--- config.mk ---
export PLATFORM = sky130hd
export DESIGN_NAME = keyboard_fifo_controller
export DESIGN_NICKNAME = d
export VERILOG_FILES = /design/src/kfc_pkg.sv /design/src/kfc_cell.sv /design/src/kfc_out_buf.sv /design/src/keyboard_fifo_controller.sv
export SDC_FILE = /design/constraint.sdc
export NUM_CORES = 1
export LEC_CHECK = 0
export BUFFER_PORTS_ARGS = -buffer_cell sky130_fd_sc_hd__buf_2
export CAP_MARGIN = 20
export CORE_UTILIZATION = 35
export DETAILED_ROUTE_END_ITERATION = 10
export PLACE_DENSITY_LB_ADDON = 0.15
export SLEW_MARGIN = 20
export SYNTH_ARGS = -nofsm -noshare
export SYNTH_HDL_FRONTEND = slang
export SYNTH_SLANG_ARGS = --single-unit
--- constraint.sdc ---
create_clock -name clk -period 4.2 [get_ports clk]
set_clock_uncertainty 0.15 [all_clocks]
set_input_delay 0.21 -clock clk [delete_from_list [all_inputs] [get_ports clk]]
set_output_delay 0.21 -clock clk [all_outputs]
set_load 0.01 [all_outputs]
--- src/kfc_pkg.sv ---
// kfc_pkg: item types, op codes and port constants of the keyboard FIFO controller
`default_nettype none
package kfc_pkg;

	// op codes of an input item
	localparam logic [2:0] OP_PRESS   = 3'd0;
	localparam logic [2:0] OP_RELEASE = 3'd1;
	localparam logic [2:0] OP_READ    = 3'd2;
	localparam logic [2:0] OP_WRITE   = 3'd3;
	localparam logic [2:0] OP_TICK    = 3'd4;

	// port addresses
	localparam logic [15:0] ADDR_DATA   = 16'h0600;
	localparam logic [15:0] ADDR_STATUS = 16'h0602;
	localparam logic [15:0] ADDR_INT    = 16'h0604;

	// host key indices of the modifiers
	localparam logic [7:0] KEY_CTRL  = 8'h11;
	localparam logic [7:0] KEY_SHIFT = 8'h10;

	// queued byte constants
	localparam logic [7:0] PREFIX_PRESS   = 8'hA0;
	localparam logic [7:0] PREFIX_RELEASE = 8'hB0;
	localparam logic [7:0] PREFIX_CTRL    = 8'h08;
	localparam logic [7:0] PREFIX_SHIFT   = 8'h04;
	localparam logic [7:0] INT_READ_BITS  = 8'hFC;

	typedef struct packed {
		logic [2:0]  op;
		logic [7:0]  host_key;
		logic [7:0]  scan_code;
		logic [15:0] addr;
		logic [7:0]  write_data;
	} in_item_t;

	typedef struct packed {
		logic [7:0] read_data;
		logic       irq;
		logic       dropped;
	} out_item_t;

	// control broadcast to every fifo cell
	typedef struct packed {
		logic       pop;
		logic       wr0;
		logic       wr1;
		logic [7:0] byte0;
		logic [7:0] byte1;
	} cell_ctrl_t;

endpackage
`default_nettype wire

--- src/kfc_cell.sv ---
// kfc_cell: one byte slot of the shifting key fifo
`default_nettype none
module kfc_cell #(
	parameter int IDX = 0,
	parameter int CW  = 7
) (
	input  wire logic                 clk,
	input  wire kfc_pkg::cell_ctrl_t  ctrl,
	input  wire logic [CW-1:0]        pos0,
	input  wire logic [CW-1:0]        pos1,
	input  wire logic [7:0]           next_data,
	output logic [7:0]                data
);

	logic [7:0] data_q;
	logic [7:0] data_d;

	// shift toward the head on a pop, otherwise take a pushed byte at this slot
	always_comb begin
		data_d = data_q;
		if (ctrl.pop) begin
			data_d = next_data;
		end else if (ctrl.wr0 && pos0 == CW'(IDX)) begin
			data_d = ctrl.byte0;
		end else if (ctrl.wr1 && pos1 == CW'(IDX)) begin
			data_d = ctrl.byte1;
		end
	end

	always_ff @(posedge clk) begin
		data_q <= data_d;
	end

	assign data = data_q;

endmodule
`default_nettype wire

--- src/kfc_out_buf.sv ---
// kfc_out_buf: output register with a skid stage for result items
`default_nettype none
module kfc_out_buf (
	input  wire logic                clk,
	input  wire logic                arst_n,
	input  wire logic                push,
	input  wire kfc_pkg::out_item_t  push_item,
	output logic                     can_push,
	output logic                     out_valid,
	input  wire logic                out_ready,
	output kfc_pkg::out_item_t       out_item
);

	logic                 out_valid_q;
	logic                 skid_valid_q;
	kfc_pkg::out_item_t   out_item_q;
	kfc_pkg::out_item_t   skid_item_q;
	logic                 out_fire;

	assign out_fire = out_valid_q && out_ready;
	assign can_push = !skid_valid_q;

	// control: output valid and skid valid
	always_ff @(posedge clk or negedge arst_n) begin
		if (!arst_n) begin
			out_valid_q  <= 1'b0;
			skid_valid_q <= 1'b0;
		end else begin
			if (push) begin
				if (!out_valid_q || out_fire) begin
					out_valid_q <= 1'b1;
				end else begin
					skid_valid_q <= 1'b1;
				end
			end else if (out_fire) begin
				out_valid_q  <= skid_valid_q;
				skid_valid_q <= 1'b0;
			end
		end
	end

	// payload
	always_ff @(posedge clk) begin
		if (push) begin
			if (!out_valid_q || out_fire) begin
				out_item_q <= push_item;
			end else begin
				skid_item_q <= push_item;
			end
		end else if (out_fire && skid_valid_q) begin
			out_item_q <= skid_item_q;
		end
	end

	assign out_valid = out_valid_q;
	assign out_item  = out_item_q;

endmodule
`default_nettype wire

--- src/keyboard_fifo_controller.sv ---
// keyboard_fifo_controller: top level, port registers, modifier tracking and cell chain
//
// Usage: one input channel (in_valid/in_ready/in_item) carries key events, port reads,
// port writes and frame ticks; one output channel (out_valid/out_ready/out_item) returns
// exactly one result item per input item, in order.
// Results: the result of an accepted item is registered in the output register; one item
// per cycle is sustained while results are taken.
// All work of an item is done in its accept cycle: the key fifo is a row of byte cells
// with the head at cell 0; a pop shifts every cell one place toward the head, and the
// two bytes of a key event are written at slots count and count+1 in the same cycle.
// Stalls: results sit in an output register backed by one skid entry, so one more item
// is taken while a result waits; in_ready falls only when both are full.
// Reset: arst_n clears the byte count, ready bit, latch, interrupt, mask and modifier
// flags; fifo cell contents are not reset and are never read before being written.
// Full fifo: bytes that do not fit are discarded, and dropped is set when either byte of an event is.
`default_nettype none
module keyboard_fifo_controller #(
	parameter int FIFO_DEPTH = 64
) (
	input  wire logic                clk,
	input  wire logic                arst_n,
	input  wire logic                in_valid,
	output logic                     in_ready,
	input  wire kfc_pkg::in_item_t   in_item,
	output logic                     out_valid,
	input  wire logic                out_ready,
	output kfc_pkg::out_item_t       out_item
);

	localparam int CW = $clog2(FIFO_DEPTH + 1);

	logic [CW-1:0]       count_q;
	logic [CW-1:0]       count_d;
	logic                data_ready_q;
	logic                data_ready_d;
	logic [7:0]          data_latch_q;
	logic [7:0]          data_latch_d;
	logic                int_pending_q;
	logic                int_pending_d;
	logic [7:0]          int_mask_q;
	logic [7:0]          int_mask_d;
	logic                ctrl_down_q;
	logic                ctrl_down_d;
	logic                shift_down_q;
	logic                shift_down_d;

	logic                in_fire;
	logic                can_push;
	logic                push_ev;
	logic                room0;
	logic                room1;
	logic [7:0]          prefix;
	logic [CW-1:0]       pos1;
	kfc_pkg::cell_ctrl_t cctrl;
	kfc_pkg::out_item_t  res;
	logic [7:0]          cell_data [FIFO_DEPTH];

	assign in_ready = can_push;
	assign in_fire  = in_valid && in_ready;
	assign pos1     = count_q + CW'(1);

	// room for the first and the second byte of a key event
	assign room0 = count_q < CW'(FIFO_DEPTH);
	assign room1 = count_q < CW'(FIFO_DEPTH - 1);

	// step logic for one item
	always_comb begin
		count_d       = count_q;
		data_ready_d  = data_ready_q;
		data_latch_d  = data_latch_q;
		int_pending_d = int_pending_q;
		int_mask_d    = int_mask_q;
		ctrl_down_d   = ctrl_down_q;
		shift_down_d  = shift_down_q;
		push_ev       = 1'b0;
		prefix        = kfc_pkg::PREFIX_RELEASE;
		cctrl         = '0;
		res           = '0;
		unique case (in_item.op)
			kfc_pkg::OP_PRESS, kfc_pkg::OP_RELEASE: begin
				if (in_item.host_key == kfc_pkg::KEY_CTRL) begin
					ctrl_down_d = (in_item.op == kfc_pkg::OP_PRESS);
				end else if (in_item.host_key == kfc_pkg::KEY_SHIFT) begin
					shift_down_d = (in_item.op == kfc_pkg::OP_PRESS);
				end
				if (in_item.op == kfc_pkg::OP_PRESS) begin
					prefix = kfc_pkg::PREFIX_PRESS
						| (ctrl_down_d ? kfc_pkg::PREFIX_CTRL : 8'h00)
						| (shift_down_d ? kfc_pkg::PREFIX_SHIFT : 8'h00);
				end
				push_ev = (in_item.scan_code != 8'h00);
			end
			kfc_pkg::OP_READ: begin
				if (in_item.addr == kfc_pkg::ADDR_DATA) begin
					int_pending_d = 1'b0;
					data_ready_d  = 1'b0;
					res.read_data = data_latch_q;
				end else if (in_item.addr == kfc_pkg::ADDR_STATUS) begin
					res.read_data = {7'd0, data_ready_q};
				end else if (in_item.addr == kfc_pkg::ADDR_INT) begin
					res.read_data = kfc_pkg::INT_READ_BITS | {7'd0, int_pending_q};
				end
			end
			kfc_pkg::OP_WRITE: begin
				if (in_item.addr == kfc_pkg::ADDR_INT) begin
					int_mask_d = in_item.write_data;
				end
			end
			kfc_pkg::OP_TICK: begin
				if (!data_ready_q && count_q != '0) begin
					cctrl.pop    = 1'b1;
					data_ready_d = 1'b1;
					data_latch_d = cell_data[0];
					count_d      = count_q - CW'(1);
				end
				if (data_ready_d && int_mask_q[0]) begin
					int_pending_d = 1'b1;
				end
			end
			default: begin
			end
		endcase
		// the two bytes of a key event, each stored only where there is room
		cctrl.byte0 = prefix;
		cctrl.byte1 = in_item.scan_code;
		cctrl.wr0   = push_ev && room0;
		cctrl.wr1   = push_ev && room1;
		if (push_ev) begin
			count_d = count_q + CW'(cctrl.wr0) + CW'(cctrl.wr1);
		end
		res.dropped = push_ev && !room1;
		res.irq     = int_pending_d;
		// nothing changes unless the item is taken
		if (!in_fire) begin
			cctrl.pop = 1'b0;
			cctrl.wr0 = 1'b0;
			cctrl.wr1 = 1'b0;
		end
	end

	// block state
	always_ff @(posedge clk or negedge arst_n) begin
		if (!arst_n) begin
			count_q       <= '0;
			data_ready_q  <= 1'b0;
			data_latch_q  <= 8'h00;
			int_pending_q <= 1'b0;
			int_mask_q    <= 8'h00;
			ctrl_down_q   <= 1'b0;
			shift_down_q  <= 1'b0;
		end else if (in_fire) begin
			count_q       <= count_d;
			data_ready_q  <= data_ready_d;
			data_latch_q  <= data_latch_d;
			int_pending_q <= int_pending_d;
			int_mask_q    <= int_mask_d;
			ctrl_down_q   <= ctrl_down_d;
			shift_down_q  <= shift_down_d;
		end
	end

	// chain of fifo cells, head at cell 0
	for (genvar i = 0; i < FIFO_DEPTH; i++) begin : g_cell
		logic [7:0] nxt;
		if (i == FIFO_DEPTH - 1) begin : g_last
			assign nxt = 8'h00;
		end else begin : g_mid
			assign nxt = cell_data[i+1];
		end
		kfc_cell #(
			.IDX (i),
			.CW  (CW)
		) u_cell (
			.clk       (clk),
			.ctrl      (cctrl),
			.pos0      (count_q),
			.pos1      (pos1),
			.next_data (nxt),
			.data      (cell_data[i])
		);
	end

	// result register and skid entry
	kfc_out_buf u_out_buf (
		.clk       (clk),
		.arst_n    (arst_n),
		.push      (in_fire),
		.push_item (res),
		.can_push  (can_push),
		.out_valid (out_valid),
		.out_ready (out_ready),
		.out_item  (out_item)
	);

	// checks
	a_count_range: assert property (@(posedge clk) disable iff (!arst_n)
		count_q <= CW'(FIFO_DEPTH))
		else $error("fifo byte count above depth");

	a_int_needs_ready: assert property (@(posedge clk) disable iff (!arst_n)
		int_pending_q |-> data_ready_q)
		else $error("interrupt pending without ready data");

	a_pop_sets_ready: assert property (@(posedge clk) disable iff (!arst_n)
		cctrl.pop |=> data_ready_q && count_q == $past(count_q) - CW'(1))
		else $error("pop did not load the latch");

	a_data_read_clears: assert property (@(posedge clk) disable iff (!arst_n)
		in_fire && in_item.op == kfc_pkg::OP_READ && in_item.addr == kfc_pkg::ADDR_DATA
		|=> !data_ready_q && !int_pending_q)
		else $error("data port read left ready or interrupt set");

endmodule
`default_nettype wire

==> flow_summary.rst <==
.. list-table::
   :header-rows: 1

   * - Metric
     - Value
   * - Result of the run
     - finished clean
   * - Gpl congestion
     - between 0.9 and 1
   * - Reg-to-reg startpoint
     - count_q[0]
   * - First-pass GRT wire length
     - 125,100 µm
   * - Worst-case clock buffer depth
     - 3
   * - Setup repair after global routing missed its margin
     - false
   * - Library cell contributing the largest single delay on the critical path
     - sky130_fd_sc_hd__o211ai_1
   * - Met2 wire length
     - 37,380 µm
   * - Vias per cell
     - 5.555
   * - Worst Path Required
     - ~4.3 ns
   * - Core footprint
     - approximately 0.075 mm²
   * - Worst vdd ir
     - about 330 µV
   * - Highest signal layer in the routed design
     - met4
   * - Final Hold Slack
     - approximately 0.04 ns
   * - Origin of the worst setup path
     - count_q[0]
   * - Final critical-path required period
     - ~3.8 ns
   * - Post-route cell area
     - 0.03053 mm²
   * - Die span in x
     - 276.9 µm
   * - Last element of the critical path
     - g_cell[9].u_cell.data[7]
   * - FF+latch count, synth
     - approximately 550
   * - Yosys Warn Count
     - 0
   * - Estimated wirelength of the detail-placed design
     - approximately 55,000 µm
   * - Number of search-and-repair iterations in the first detailed-routing pass
     - 6
   * - Kind of cell adding the most delay to the critical path
     - simple AND/OR/NAND/NOR gates
   * - R2R Setup Slk
     - 0.36 ns
   * - Die footprint
     - 0.07670 mm²
   * - Number of gates resized after CTS
     - 0
   * - Met1 Routed Length
     - ~38,000 µm
   * - Number of buffers inserted during clock tree synthesis
     - just over 60
   * - # Post-CTS Setup Buffers
     - 0
   * - Portion of the clock cycle consumed by the worst path in the final layout
     - between 90% and 100%
   * - Pwr Density
     - around 460 mW/mm²
   * - Class of the worst hold path
     - in2reg
   * - Delay of the slowest cell on the worst path
     - approximately 0.90 ns
   * - EDFF count, synth
     - between 500 and 600
   * - CTS clock-pin slew for the worst setup and hold paths
     - approximately 0.06 ns
   * - Kind of end point of the critical path
     - flop
   * - Cell count along the critical path
     - 6
   * - Post-synth ARST share
     - between 3 and 4%
   * - Static power due to leakage
     - roughly 11 nW
   * - Net count after synthesis
     - 2,440
   * - Initial core utilization
     - between 30% and 40%
   * - Count of endpoints failing hold in the final timing report
     - 0
   * - TritonCTS clock tree
     - yes
   * - Starting DRT DRC Count
     - approximately 1,800
   * - Root Driver
     - sky130_fd_sc_hd__clkbuf_16
   * - CTS hold repair buffers
     - 20
   * - Maximum number of pins on one net before global-route repair
     - approximately 120
   * - Worst setup path category
     - reg2reg
   * - Prevailing post-synth register cell
     - sky130_fd_sc_hd__edfxtp_1
   * - Portion of the post-synthesis area used by sequential elements
     - ~62%
   * - Routed vias
     - ~19,000
   * - Number of distinct library cells after synthesis
     - 68
   * - Series of cell instances along the critical path
     - inv_1 -> ha_1 -> nand2b_1 -> nor3_1 -> nand2_1 -> o211ai_1
   * - Max transition margin
     - approximately two fifths
   * - Sum of overflow across all layers after global routing
     - 0
   * - Depth of the worst register-to-register path
     - 6
   * - Pins Over Slew Limit
     - 0
   * - Clock insertion delay at the later pin of the skew report
     - ~0.64 ns
   * - Amount of wire on met3 after detailed routing
     - about 5900 µm
   * - Summed instance area of the synthesized netlist
     - 0.02646 mm²
   * - Number of antenna violations at the first check in global routing
     - 2
   * - CP Max Fanout
     - 13
   * - Maximum level of the CTS H-tree
     - 2
   * - Final WL
     - 83,680 µm
   * - Die Y
     - approximately 280 µm
   * - Top-level I/O count
     - about 60
   * - Post-Synthesis Mean Instance Area
     - about 11 µm²
   * - Floorplan row count
     - 100
   * - Diodes inserted
     - 0
   * - Routed Antenna Nets
     - 0
   * - Sinks on the clock net
     - around 550
   * - Final net count
     - 2,520
   * - Crit start category
     - flop
   * - All-layer global routing usage
     - about 22%
   * - Arrival time at the worst endpoint
     - 3.95 ns
   * - Transition time at the pin with the least slew margin
     - approximately 0.91 ns
   * - Final Setup Violations
     - 0
   * - DR WL/cell
     - 24.00 µm
   * - Peak Freq
     - roughly 260 MHz
   * - Commonest non-fill, non-tap cell in the layout
     - sky130_fd_sc_hd__edfxtp_1
   * - Number of instances in the synthesized netlist
     - approximately 2,400
   * - Most used cells in the layout excluding fill and tap cells
     - 524 x sky130_fd_sc_hd__edfxtp_1, 429 x sky130_fd_sc_hd__nand2_1, 355 x sky130_fd_sc_hd__o21ai_0
   * - Area Overhead vs Synth
     - 15.40%
   * - Port Buffers
     - 51
   * - Accumulated negative setup slack
     - 0 ns
   * - Critical path buffers and inverters
     - 1
   * - Fraction of final layout cells with drive strength greater than 1
     - about an eighth
   * - Post-DP Area
     - 0.02843 mm²
   * - Capture point of the worst reg-to-reg path
     - g_cell[9].u_cell.data[7]
   * - DRC errors left
     - 0
   * - Vias in the first global route
     - around 19,000
   * - Number of max-cap violations
     - 0
worst min-delay path by stage:
stage | start | end | slack (ns) | cells past startpoint
2_1_floorplan | arst_n | count_q[0] | -0.24 | 0
3_3_place_gp | arst_n | int_mask_q[0] | 0.08 | 1
3_5_place_dp | arst_n | int_mask_q[0] | 0.09 | 1
4_1_cts | in_item[29] | g_cell[63].u_cell.data[5] | 0.0001 | 3
5_1_grt | in_item[29] | g_cell[63].u_cell.data[5] | 0.06 | 3
6_report | in_item[16] | u_out_buf.skid_item_q[2] | 0.04 | 4
cell families after synthesis:
family | count (synthesis) | synth area share, %
buffers and inverters | 220 | 3.656
and+or+nand+nor | 755 | 11.95
AOI/OAI and AO/OA | 664 | 14.88
muxes | 179 | 6.791
xor gates and xnor gates | 5 | 0.1655
adders and majority gates | 8 | 0.4067
DFF | 554 | 62.16
cell type report:
| type | count | area (µm²) |
|---|---|---|
| clock inverters | 27 | 190.2 |
| repair buffers | 226 | 1842 |
| fillers | 7094 | 44040 |
| well taps | 969 | 1212 |
| multi-input cells | 1611 | 9101 |
| clock buffers | 88 | 1699 |
| inverters | 11 | 41.29 |
| flip-flops and latches | 554 | 16450 |
flip-flops by register name, summed over array words and instances, names as in the netlist, 7 cells and up:
name,cells
u_out_buf.out_item,10
count_q,7
data_latch_q,8
g_cell.u_cell.data,512
u_out_buf.skid_item_q,10
worst register-to-register path, stage by stage (launching register included):
cell	delay, ns
sky130_fd_sc_hd__dfrtp_1	0.54
sky130_fd_sc_hd__inv_1	0.25
sky130_fd_sc_hd__ha_1	0.20
sky130_fd_sc_hd__nand2b_1	0.19
sky130_fd_sc_hd__nor3_1	0.66
sky130_fd_sc_hd__nand2_1	0.59
sky130_fd_sc_hd__o211ai_1	0.90
where the power goes:
part           internal (W)  total (W)  switching [W]
Sequential          0.00646    0.00667       0.000210
Combinational      0.000717    0.00234        0.00162
Clock               0.00292    0.00514        0.00222
Total                0.0101     0.0141        0.00405
cells in the mapped netlist (all sizes together) (11+ instances only):
| library cell | instances | area [µm²] |
|---|---|---|
| a31oi | 14 | 87.58 |
| dfrtp | 22 | 550.5 |
| o211ai | 50 | 375.4 |
| clkbuf | 142 | 533.0 |
| o22a | 32 | 280.3 |
| buf | 67 | 392.9 |
| a21oi | 109 | 549.3 |
| edfxtp | 524 | 15740 |
| nand2 | 432 | 1622 |
| o21ai | 374 | 1872 |
| and2 | 14 | 87.58 |
| and3 | 11 | 68.82 |
| a22o | 48 | 420.4 |
| nor2 | 199 | 782.0 |
| mux2i | 175 | 1752 |
| nand3 | 53 | 265.3 |
metrics by stage:
step | setup WS, ns | std cells | power, W | utilization [%]
floorplan | 1.130 | 2385 | 0.007959 | -
global placement | 0.4597 | 3351 | 0.009021 | 38.13
detailed placement | 0.3972 | 3351 | 0.009047 | 38.13
CTS | 0.4032 | 3486 | 0.01423 | 40.94
global route | 0.1743 | 3486 | 0.01464 | 40.94
finish | 0.3584 | 3486 | 0.01415 | 40.94
routing by layer:
metal	vias to the layer above	GRT usage, %
li1	8903	-
met1	9606	31.35
met2	723	33.11
met3	132	3.299
met4	0	7.123
met5	-	0
No activity file was read; power rests on OpenSTA's default activity.
